$ cat src/hdl/sfsd_pkg.sv
package sfsd_pkg;

	// link framing bytes
	localparam logic [7:0] START_BYTE  = 8'h01;
	localparam logic [7:0] ESC_BYTE    = 8'h1B;
	localparam logic [7:0] LOW7_MASK   = 8'h7F;
	localparam logic [7:0] BUTTON_MASK = 8'h7E;
	localparam logic [7:0] ENC_SW_MASK = 8'h20;

	// bytes of the status block that feed the decode
	localparam int DECODE_BYTES = 22;
	localparam int NUM_CHANNELS = 8;
	localparam int QUEUE_DEPTH  = 2;

	// payload byte positions
	localparam int POS_BUTTONS  = 0;
	localparam int POS_TRIMS    = 1;
	localparam int POS_SWITCHES = 2;
	localparam int POS_ANALOG   = 3;
	localparam int POS_ENC_SW   = 19;
	localparam int POS_ENCODER  = 20;
	localparam int POS_REVISION = 21;

	// configuration register indexes
	localparam logic CFG_STATUS_TYPE = 1'b0;
	localparam logic CFG_STATUS_LEN  = 1'b1;

	localparam logic [7:0] STATUS_TYPE_RST = 8'h80;
	localparam logic [6:0] STATUS_LEN_RST  = 7'd22;

	typedef enum logic [1:0] {
		PH_WAIT_START,
		PH_WAIT_TYPE,
		PH_PAYLOAD
	} phase_t;

	typedef struct packed {
		logic                          frame_ok;
		logic [15:0]                   length_errors;
		logic [DECODE_BYTES-1:0][7:0]  payload;
	} frame_rec_t;

	typedef struct packed {
		logic       valid;
		frame_rec_t rec;
	} push_t;

endpackage

$ cat src/hdl/sfsd_in_if.sv
interface sfsd_in_if;
	logic       valid;
	logic       ready;
	logic [7:0] rx_byte;

	modport source (output valid, output rx_byte, input ready);
	modport sink (input valid, input rx_byte, output ready);
endinterface

$ cat src/hdl/sfsd_out_if.sv
interface sfsd_out_if;
	logic        valid;
	logic        ready;
	logic [2:0]  channel;
	logic [15:0] analog_value;
	logic [6:0]  buttons;
	logic [7:0]  trims;
	logic [9:0]  switch_bits;
	logic [7:0]  encoder_position;
	logic [7:0]  revision;
	logic        frame_ok;
	logic [15:0] length_errors;
	logic        last;

	modport source (
		output valid, output channel, output analog_value, output buttons,
		output trims, output switch_bits, output encoder_position,
		output revision, output frame_ok, output length_errors, output last,
		input ready
	);
	modport sink (
		input valid, input channel, input analog_value, input buttons,
		input trims, input switch_bits, input encoder_position,
		input revision, input frame_ok, input length_errors, input last,
		output ready
	);
endinterface

$ cat src/hdl/sfsd_front.sv
module sfsd_front import sfsd_pkg::*; #(
	parameter int PAYLOAD_DEPTH = 80
) (
	input  logic       clk,
	input  logic       arst_n,
	sfsd_in_if.sink    in_ch,
	input  logic       queue_full,
	input  logic       cfg_we,
	input  logic       cfg_index,
	input  logic [7:0] cfg_data,
	output push_t      push
);

	localparam int CNT_W = $clog2(PAYLOAD_DEPTH + 1);
	localparam int IDX_W = $clog2(DECODE_BYTES);
	localparam int CMP_W = 8;

	phase_t                       phase_q, phase_d;
	logic                         esc_q, esc_d;
	logic [7:0]                   kind_q, kind_d;
	logic [CNT_W-1:0]             count_q, count_d;
	logic [15:0]                  err_q, err_d;
	logic [7:0]                   type_q;
	logic [6:0]                   len_q;
	logic [DECODE_BYTES-1:0][7:0] store_q;

	logic       accept, is_start, is_esc, frame_end, store_we;
	logic [7:0] byte_plain;

	assign in_ch.ready = !queue_full;
	assign accept      = in_ch.valid && in_ch.ready;
	assign is_start    = in_ch.rx_byte == START_BYTE;
	assign is_esc      = in_ch.rx_byte == ESC_BYTE;
	assign byte_plain  = esc_q ? (in_ch.rx_byte & LOW7_MASK) : in_ch.rx_byte;

	always_comb begin
		phase_d   = phase_q;
		esc_d     = esc_q;
		kind_d    = kind_q;
		count_d   = count_q;
		err_d     = err_q;
		store_we  = 1'b0;
		frame_end = 1'b0;
		push.valid              = 1'b0;
		push.rec.frame_ok       = 1'b0;
		push.rec.length_errors  = err_q;
		push.rec.payload        = store_q;
		if (accept) begin
			unique case (phase_q)
				PH_WAIT_START: begin
					if (is_start) begin
						phase_d = PH_WAIT_TYPE;
					end
				end
				PH_WAIT_TYPE: begin
					if (!is_start) begin
						if (is_esc) begin
							esc_d = 1'b1;
						end else begin
							kind_d  = byte_plain;
							esc_d   = 1'b0;
							count_d = '0;
							phase_d = PH_PAYLOAD;
						end
					end
				end
				PH_PAYLOAD: begin
					priority if (is_start) begin
						phase_d   = PH_WAIT_START;
						frame_end = 1'b1;
					end else if (is_esc) begin
						esc_d = 1'b1;
					end else begin
						esc_d = 1'b0;
						if (count_q < CNT_W'(PAYLOAD_DEPTH)) begin
							count_d  = count_q + 1'b1;
							store_we = count_q < CNT_W'(DECODE_BYTES);
						end
					end
				end
				default: phase_d = PH_WAIT_START;
			endcase
		end
		if (frame_end && kind_q == type_q) begin
			push.valid = 1'b1;
			if (CMP_W'(count_q) != CMP_W'(len_q)) begin
				err_d                  = err_q + 16'd1;
				push.rec.length_errors = err_d;
			end else begin
				push.rec.frame_ok = 1'b1;
			end
		end
	end

	always_ff @(posedge clk or negedge arst_n) begin
		if (!arst_n) begin
			phase_q <= PH_WAIT_START;
			esc_q   <= 1'b0;
			kind_q  <= '0;
			count_q <= '0;
			err_q   <= '0;
		end else begin
			phase_q <= phase_d;
			esc_q   <= esc_d;
			kind_q  <= kind_d;
			count_q <= count_d;
			err_q   <= err_d;
		end
	end

	always_ff @(posedge clk or negedge arst_n) begin
		if (!arst_n) begin
			type_q <= STATUS_TYPE_RST;
			len_q  <= STATUS_LEN_RST;
		end else if (cfg_we) begin
			unique case (cfg_index)
				CFG_STATUS_TYPE: type_q <= cfg_data;
				CFG_STATUS_LEN:  len_q  <= cfg_data[6:0];
			endcase
		end
	end

	// only the decoded head of the payload is kept
	always_ff @(posedge clk) begin
		if (store_we) begin
			store_q[count_q[IDX_W-1:0]] <= byte_plain;
		end
	end

endmodule

$ cat src/hdl/sfsd_queue.sv
module sfsd_queue import sfsd_pkg::*; (
	input  logic       clk,
	input  logic       arst_n,
	input  push_t      push,
	output logic       full,
	input  logic       pop,
	output logic       head_valid,
	output frame_rec_t head
);

	localparam int PTR_W = (QUEUE_DEPTH > 1) ? $clog2(QUEUE_DEPTH) : 1;
	localparam int CNT_W = $clog2(QUEUE_DEPTH + 1);

	frame_rec_t       mem_q [QUEUE_DEPTH];
	logic [PTR_W-1:0] wr_q, rd_q;
	logic [CNT_W-1:0] cnt_q;

	assign full       = cnt_q == CNT_W'(QUEUE_DEPTH);
	assign head_valid = cnt_q != '0;
	assign head       = mem_q[rd_q];

	always_ff @(posedge clk or negedge arst_n) begin
		if (!arst_n) begin
			wr_q  <= '0;
			rd_q  <= '0;
			cnt_q <= '0;
		end else begin
			if (push.valid) begin
				wr_q <= (wr_q == PTR_W'(QUEUE_DEPTH - 1)) ? '0 : wr_q + 1'b1;
			end
			if (pop) begin
				rd_q <= (rd_q == PTR_W'(QUEUE_DEPTH - 1)) ? '0 : rd_q + 1'b1;
			end
			if (push.valid && !pop) begin
				cnt_q <= cnt_q + 1'b1;
			end else if (pop && !push.valid) begin
				cnt_q <= cnt_q - 1'b1;
			end
		end
	end

	always_ff @(posedge clk) begin
		if (push.valid) begin
			mem_q[wr_q] <= push.rec;
		end
	end

`ifndef SYNTHESIS
	a_no_push_when_full: assert property (@(posedge clk) disable iff (!arst_n)
		!(push.valid && full && !pop))
		else $error("queue written while full");
	a_cnt_bound: assert property (@(posedge clk) disable iff (!arst_n)
		cnt_q <= CNT_W'(QUEUE_DEPTH))
		else $error("queue count beyond depth");
	a_cnt_grows: assert property (@(posedge clk) disable iff (!arst_n)
		push.valid && !pop |=> cnt_q == $past(cnt_q) + 1'b1)
		else $error("queue count lost a push");
`endif

endmodule

$ cat src/hdl/sfsd_back.sv
module sfsd_back import sfsd_pkg::*; (
	input  logic       clk,
	input  logic       arst_n,
	input  logic       head_valid,
	input  frame_rec_t head,
	output logic       pop,
	sfsd_out_if.source out_ch
);

	localparam int CH_W  = $clog2(NUM_CHANNELS);
	localparam int IDX_W = $clog2(DECODE_BYTES);

	logic [CH_W-1:0]  ch_q;
	logic             valid_q;
	logic [2:0]       channel_q;
	logic [15:0]      analog_q;
	logic [6:0]       buttons_q;
	logic [7:0]       trims_q;
	logic [9:0]       switch_q;
	logic [7:0]       encoder_q;
	logic [7:0]       revision_q;
	logic             ok_q;
	logic [15:0]      errors_q;
	logic             last_q;

	logic             load, last_d;
	logic [IDX_W-1:0] lo_idx;
	logic [15:0]      analog_d;
	logic [9:0]       switch_d;
	logic [7:0]       b0;

	assign load   = head_valid && (!valid_q || out_ch.ready);
	assign last_d = !head.frame_ok || ch_q == CH_W'(NUM_CHANNELS - 1);
	assign pop    = load && last_d;

	// two bytes per channel, little-endian
	assign lo_idx   = IDX_W'(POS_ANALOG) + IDX_W'({ch_q, 1'b0});
	assign analog_d = {head.payload[lo_idx + 1'b1], head.payload[lo_idx]};
	assign b0       = head.payload[POS_BUTTONS];
	assign switch_d = {|(head.payload[POS_ENC_SW] & ENC_SW_MASK), b0[0],
		head.payload[POS_SWITCHES]};

	always_ff @(posedge clk or negedge arst_n) begin
		if (!arst_n) begin
			ch_q    <= '0;
			valid_q <= 1'b0;
		end else begin
			if (load) begin
				ch_q    <= last_d ? '0 : ch_q + 1'b1;
				valid_q <= 1'b1;
			end else if (out_ch.ready) begin
				valid_q <= 1'b0;
			end
		end
	end

	always_ff @(posedge clk) begin
		if (load) begin
			ok_q     <= head.frame_ok;
			errors_q <= head.length_errors;
			last_q   <= last_d;
			if (head.frame_ok) begin
				channel_q  <= 3'(ch_q);
				analog_q   <= analog_d;
				buttons_q  <= 7'(b0 & BUTTON_MASK);
				trims_q    <= head.payload[POS_TRIMS];
				switch_q   <= switch_d;
				encoder_q  <= head.payload[POS_ENCODER];
				revision_q <= head.payload[POS_REVISION];
			end else begin
				channel_q  <= '0;
				analog_q   <= '0;
				buttons_q  <= '0;
				trims_q    <= '0;
				switch_q   <= '0;
				encoder_q  <= '0;
				revision_q <= '0;
			end
		end
	end

	assign out_ch.valid            = valid_q;
	assign out_ch.channel          = channel_q;
	assign out_ch.analog_value     = analog_q;
	assign out_ch.buttons          = buttons_q;
	assign out_ch.trims            = trims_q;
	assign out_ch.switch_bits      = switch_q;
	assign out_ch.encoder_position = encoder_q;
	assign out_ch.revision         = revision_q;
	assign out_ch.frame_ok         = ok_q;
	assign out_ch.length_errors    = errors_q;
	assign out_ch.last             = last_q;

`ifndef SYNTHESIS
	a_burst_on_good_frame: assert property (@(posedge clk) disable iff (!arst_n)
		ch_q != '0 |-> head_valid && head.frame_ok)
		else $error("channel counter running without a good frame");
	a_error_result: assert property (@(posedge clk) disable iff (!arst_n)
		out_ch.valid && !out_ch.frame_ok |-> out_ch.last && out_ch.channel == 3'd0
		&& out_ch.analog_value == 16'd0)
		else $error("length error result malformed");
	a_good_last: assert property (@(posedge clk) disable iff (!arst_n)
		out_ch.valid && out_ch.frame_ok && out_ch.last |-> out_ch.channel == 3'd7)
		else $error("status burst ended early");
`endif

endmodule

$ cat src/hdl/stuffed_frame_status_decoder.sv
// Deframes byte-stuffed link traffic (0x01, type, payload, 0x01, with 0x1B
// clearing bit 7 of the next byte) and turns each status frame into a burst of
// eight channel results, or a single length-error result when the payload
// length is wrong; other frame types are silently consumed. The receive side
// takes one byte per clock; its ready only drops while the two-entry frame
// queue between the deframer and the result sequencer is full. A good status
// frame gives eight result transactions, an error frame one; the sequencer
// paces back-to-back frames at one result transaction per cycle while ready.
// Users must write configuration only with no frame in flight; not enforced.
module stuffed_frame_status_decoder import sfsd_pkg::*; #(
	parameter int PAYLOAD_DEPTH = 80
) (
	input  logic       clk,
	input  logic       arst_n,
	sfsd_in_if.sink    in_ch,
	sfsd_out_if.source out_ch,
	input  logic       cfg_we,
	input  logic       cfg_index,
	input  logic [7:0] cfg_data
);

	// frame record handed from deframer to sequencer
	push_t      push;
	logic       queue_full;
	logic       pop;
	logic       head_valid;
	frame_rec_t head;

	// front: unstuffing, payload capture, length check and error count
	sfsd_front #(
		.PAYLOAD_DEPTH (PAYLOAD_DEPTH)
	) u_front (
		.clk        (clk),
		.arst_n     (arst_n),
		.in_ch      (in_ch),
		.queue_full (queue_full),
		.cfg_we     (cfg_we),
		.cfg_index  (cfg_index),
		.cfg_data   (cfg_data),
		.push       (push)
	);

	// short decoupling queue of finished frames
	sfsd_queue u_queue (
		.clk        (clk),
		.arst_n     (arst_n),
		.push       (push),
		.full       (queue_full),
		.pop        (pop),
		.head_valid (head_valid),
		.head       (head)
	);

	// back: one result transaction per cycle from the queue head while out_ch is ready
	sfsd_back u_back (
		.clk        (clk),
		.arst_n     (arst_n),
		.head_valid (head_valid),
		.head       (head),
		.pop        (pop),
		.out_ch     (out_ch)
	);

endmodule
$ cat src/flat_wrapper.sv
// flat-port wrapper written by rule: the top's interface ports become plain ports
module stuffed_frame_status_decoder_flat import sfsd_pkg::*;
#(
	parameter int PAYLOAD_DEPTH = 80
)
  (clk, arst_n, cfg_we, cfg_index, cfg_data, in_ch_valid, in_ch_rx_byte, in_ch_ready, out_ch_valid, out_ch_channel, out_ch_analog_value, out_ch_buttons, out_ch_trims, out_ch_switch_bits, out_ch_encoder_position, out_ch_revision, out_ch_frame_ok, out_ch_length_errors, out_ch_last, out_ch_ready);
  sfsd_in_if in_ch_i ();
  sfsd_out_if out_ch_i ();
  input  logic clk;
  input  logic arst_n;
  input  logic cfg_we;
  input  logic cfg_index;
  input  logic [7:0] cfg_data;
  input wire logic [$bits(in_ch_i.valid)-1:0] in_ch_valid;
  input wire logic [$bits(in_ch_i.rx_byte)-1:0] in_ch_rx_byte;
  output wire logic [$bits(in_ch_i.ready)-1:0] in_ch_ready;
  output wire logic [$bits(out_ch_i.valid)-1:0] out_ch_valid;
  output wire logic [$bits(out_ch_i.channel)-1:0] out_ch_channel;
  output wire logic [$bits(out_ch_i.analog_value)-1:0] out_ch_analog_value;
  output wire logic [$bits(out_ch_i.buttons)-1:0] out_ch_buttons;
  output wire logic [$bits(out_ch_i.trims)-1:0] out_ch_trims;
  output wire logic [$bits(out_ch_i.switch_bits)-1:0] out_ch_switch_bits;
  output wire logic [$bits(out_ch_i.encoder_position)-1:0] out_ch_encoder_position;
  output wire logic [$bits(out_ch_i.revision)-1:0] out_ch_revision;
  output wire logic [$bits(out_ch_i.frame_ok)-1:0] out_ch_frame_ok;
  output wire logic [$bits(out_ch_i.length_errors)-1:0] out_ch_length_errors;
  output wire logic [$bits(out_ch_i.last)-1:0] out_ch_last;
  input wire logic [$bits(out_ch_i.ready)-1:0] out_ch_ready;
  assign in_ch_i.valid = in_ch_valid;
  assign in_ch_i.rx_byte = in_ch_rx_byte;
  assign in_ch_ready = in_ch_i.ready;
  assign out_ch_valid = out_ch_i.valid;
  assign out_ch_channel = out_ch_i.channel;
  assign out_ch_analog_value = out_ch_i.analog_value;
  assign out_ch_buttons = out_ch_i.buttons;
  assign out_ch_trims = out_ch_i.trims;
  assign out_ch_switch_bits = out_ch_i.switch_bits;
  assign out_ch_encoder_position = out_ch_i.encoder_position;
  assign out_ch_revision = out_ch_i.revision;
  assign out_ch_frame_ok = out_ch_i.frame_ok;
  assign out_ch_length_errors = out_ch_i.length_errors;
  assign out_ch_last = out_ch_i.last;
  assign out_ch_i.ready = out_ch_ready;
  stuffed_frame_status_decoder #(.PAYLOAD_DEPTH(PAYLOAD_DEPTH)) u_core (.clk(clk), .arst_n(arst_n), .in_ch(in_ch_i), .out_ch(out_ch_i), .cfg_we(cfg_we), .cfg_index(cfg_index), .cfg_data(cfg_data));
endmodule
$ cat config.mk
export PLATFORM = sky130hd
export DESIGN_NAME = stuffed_frame_status_decoder_flat
export DESIGN_NICKNAME = d
export VERILOG_FILES = /design/src/hdl/sfsd_pkg.sv /design/src/hdl/sfsd_in_if.sv /design/src/hdl/sfsd_out_if.sv /design/src/hdl/sfsd_front.sv /design/src/hdl/sfsd_queue.sv /design/src/hdl/sfsd_back.sv /design/src/hdl/stuffed_frame_status_decoder.sv /design/src/flat_wrapper.sv
export SDC_FILE = /design/constraint.sdc
export NUM_CORES = 1
export LEC_CHECK = 0
export ABC_CLOCK_PERIOD_IN_PS = 20900
export BUFFER_PORTS_ARGS = -buffer_cell sky130_fd_sc_hd__buf_2
export CAP_MARGIN = 20
export CORE_ASPECT_RATIO = 1.75
export CORE_MARGIN = 8
export CORE_UTILIZATION = 48
export DETAILED_ROUTE_END_ITERATION = 8
export PLACE_DENSITY = 0.66
export SLEW_MARGIN = 20
export SYNTH_ARGS = -nofsm -noshare
export SYNTH_HDL_FRONTEND = slang
export SYNTH_SLANG_ARGS = --single-unit
$ cat constraint.sdc
create_clock -name clk -period 20.9 [get_ports clk]
set_input_delay 3.135 -clock clk [delete_from_list [all_inputs] [get_ports clk]]
set_output_delay 3.135 -clock clk [all_outputs]
set_load 0.05 [all_outputs]
==> impl_results.md <==
- Status: finished, final reports clean
- DP Area: 27,000 um^2
- Clock Root Buffer: clkbuf_16
- Placer Congestion: 0.776
- Final hold viol count: 0
- Tightest Hold Check Type: flop to flop
- Adder-cell share of the synthesized area: 0.581%
- Cells after synthesis: 1,321
- Least-Margin Pin Slew: 1.01 ns
- Overall Global Routing Usage: 16.9%
- Power Total: 3.76 mW
- Setup CP Type: input port to flop
- Die height: 323 um
- Ant diodes: 0
- Post-synthesis simple-gate area fraction: 4.45%
- Fillers: 4,153
- Final setup TNS: 0 ns
- CP Max Fanout: 70
- Initial antenna violation count: 2
- Chip width: 191 um
- Max Freq: 0.159 GHz
- Largest family of logic cells by synthesized area: multiplexers
- First-pass GRT wire length: 78,800 um
- Crit path top cell by count: buf_4
- Worst setup SP type: input port
- Vias per cell: 5.55
- # port buffers: 100
- CTS Hold Buffers Added: 0
- Vias in the first global route: 12,827
- MaxCap Viol Count: 0
- Crit path largest cell delay: 0.87 ns
- Clk buf depth: 3
- Num rows: 112
- Ys Warns: 0
- Fin nets: 1,483
- Unrepaired setup endpoints after global routing: no
- Power per cell area: 130 nW/um^2
- Met3 GRT Util: 2.56%
- Netlist Area Pre-Place: 25,900 um^2
- Slew headroom: 32.0%
- Critical-path top delay cell: buf_4
- Synth async-reset ratio: 8.26%
- Post-synth EDFFs: 633
- Initial Utilization: 48.6%
- GRT overflow: 0
- Wirelength per Cell: 23.6 um
- Seq/Total Area, Yosys: 79.1%
- DRC: 0
- Primary FF master, synth: edfxtp_1
- Met1 GRT Util: 20.2%
- Initial drt markers: 936
- Area Overhead vs Synth: 11.8%
- Final cycle utilization of the critical path: 30.1%
- Post-Syn Nets: 1,355
- Multiplexer area fraction after synthesis: 10.7%
- Clock skew: 0.0170 ns
- Worst path top cell family by delay: simple AND/OR/NAND/NOR gates
- Max-slew violation count: 0
- Crit path capture type: flop
- Max IR drop VDD: 0.0000874 V
- I/O Pins: 102
- Post-synth top area share: 73.5%
- Die ar.: 61,800 um^2
- Pleak: 10.0 nW
- Synth top area cells: edfxtp_1 (74%), dfrtp_1 (5.1%), mux4_2 (4.9%)
- Layout cells sized above 1: 22.6%
- Core footprint: 53,300 um^2
- Post_cts resized: 0
- Avg Cell Area, Syn: 19.6 um^2
- CTS H-Tree Depth: 2
- Pin count of the biggest net entering global routing: 117
- TritonCTS clock tree: done
- WP buf/inv: 3
- #FFs+latches synth: 690
- DR vias: 12,100
- CP required: 21.13 ns
- Sequential cell area: 20,400 um^2
- Post-synthesis compound-gate area fraction: 2.26%
- Yosys top cell by area: edfxtp_1
- Final WL: 51,400 um
- XOR/XNOR Fraction of Synth Area: 1.25%
- Number of setup buffers added after CTS: 0
- Multi-input gate area: 5020 um^2
- First-pass iteration count of the detailed router: 5
- Worst-Skew Late Latency: 0.61 ns
- WP data arrival: 6.51 ns
- Worst-path clk slew: 0.07 ns
- Sink Count: 690
- Busiest grt layer: met2
- Final setup fails: 0
- Design area: 28,900 um^2
- Distinct cells, synth: 65
- Clock period minus worst slack: 6.28 ns
- Met2 Use GR: 30.6%
- Hpwl dp: 32,500 um
- Crit path cell chain: buf_2, buf_4, nor4_2, nand3_1, nor3_2, and2_4, buf_4
- Total CTS buffers: 57
- DRT antenna net count: 0
==> cell usage in the layout (no fill, tap or decap), types with 11 or more instances in the layout <==
master     count
nor4_1        16
buf_4         21
ha_1          11
nand3_1       23
mux2i_1       77
xor2_1        29
nor2_1        82
edfxtp_1     633
clkbuf_16     57
clkbuf_1      15
clkinv_2      14
dfrtp_1       51
buf_2        100
nand2_1       62
o21ai_0       22
mux2_2        48
a21oi_1       16
mux4_2        56
==> layout make-up <==
cell class | instances | area share [%]
timing repair buffer | 122 | 2.35
clock inverter | 32 | 1.13
sequential | 690 | 70.7
inverter | 12 | 0.160
multi-input combinational | 566 | 17.4
clock buffer | 76 | 5.32
tap | 684 | 2.96
==> power breakdown <==
part | switching [mW] | total (mW) | internal, mW
logic | 0.687 | 1.03 | 0.339
clock network | 0.474 | 1.06 | 0.585
registers | 0.0617 | 1.68 | 1.62
==> path summary, 6_finish.rpt <==
check                      slack (ns)                                endpoint                                  start  depth (start not counted)
min in group asynchronous        2.67     u_core.u_front.err_q[8]$_DFFE_PN0N_                                 arst_n                          2
max in group asynchronous       17.62         u_core.u_queue.rd_q$_DFFE_PN0P_                                 arst_n                          2
setup reg to reg                17.01    u_core.u_queue.mem_q[1][8]$_DFFE_PP_  u_core.u_front.phase_q[0]$_DFFE_PN0P_                          6
setup / recovery                14.62    u_core.u_queue.mem_q[1][8]$_DFFE_PP_                       in_ch_rx_byte[2]                          7
hold / removal                   0.44  u_core.u_queue.mem_q[1][144]$_DFFE_PP_     u_core.u_front.push[144]$_DFFE_PP_                          0
hold reg to reg                  0.44  u_core.u_queue.mem_q[1][144]$_DFFE_PP_     u_core.u_front.push[144]$_DFFE_PP_                          0
==> synth_stat cells (all sizes together), types with 10 or more instances <==
| master | n |
|---|---|
| a21oi | 16 |
| buf | 33 |
| clkbuf | 20 |
| dfrtp | 53 |
| edfxtp | 633 |
| ha | 12 |
| inv | 10 |
| mux2 | 48 |
| mux2i | 78 |
| mux4 | 63 |
| nand2 | 62 |
| nand3 | 23 |
| nor2 | 82 |
| nor4 | 19 |
| o21ai | 23 |
| xor2 | 30 |
==> routing by layer <==
| metal | vias up | share of wire, % |
|---|---|---|
| li1 | 5461 | - |
| met5 | - | 0.041 |
| met2 | 317 | 54 |
| met4 | 4 | 2.8 |
| met1 | 6234 | 38 |
| met3 | 84 | 4.8 |
==> cell families after synthesis <==
group,after synthesis
AOI/OAI and AO/OA,87
other,1
buffers and inverters,65
DFF,690
adders and majority gates,12
and+or+nand+nor,240
xor gates and xnor gates,37
muxes,189
==> registers in the layout, summed over array words and instances (netlist names) <==
name and count:
u_core.u_queue.wr_q 1, u_core.u_back.out_ch.encoder_position 8, u_core.u_front.push 174, u_core.u_back.out_ch.frame_ok 1, u_core.u_back.out_ch.revision 8, u_core.u_front.len_q 7, u_core.u_back.out_ch.switch_bits 10, u_core.u_queue.rd_q 1
u_core.u_back.out_ch.channel 3, u_core.u_back.ch_q 3, u_core.u_back.out_ch.analog_value 16, u_core.u_front.esc_q 1, u_core.u_queue.cnt_q 2, u_core.u_back.out_ch.last 1, u_core.u_front.kind_q 8, u_core.u_back.out_ch.buttons 6
u_core.u_front.count_q 7, u_core.u_front.phase_q 2, u_core.u_back.out_ch.trims 8, u_core.u_front.type_q 8, u_core.u_back.out_ch.valid 1, u_core.u_queue.mem_q 382, u_core.u_front.err_q 16, u_core.u_back.out_ch.length_errors 16
==> metrics by stage <==
stage | setup WS [ns] | instances | utilization, % | hold WS, ns
floorplan | 5.99 | 1321 | - | 0.421
global placement | 14.04 | 2074 | 50.8 | 0.422
detailed placement | 13.96 | 2074 | 50.8 | 0.430
CTS | 14.61 | 2182 | 54.3 | 0.439
global route | 14.38 | 2182 | 54.3 | 0.453
finish | 14.62 | 2182 | 54.3 | 0.440
No activity file was read; power rests on OpenSTA's default activity.
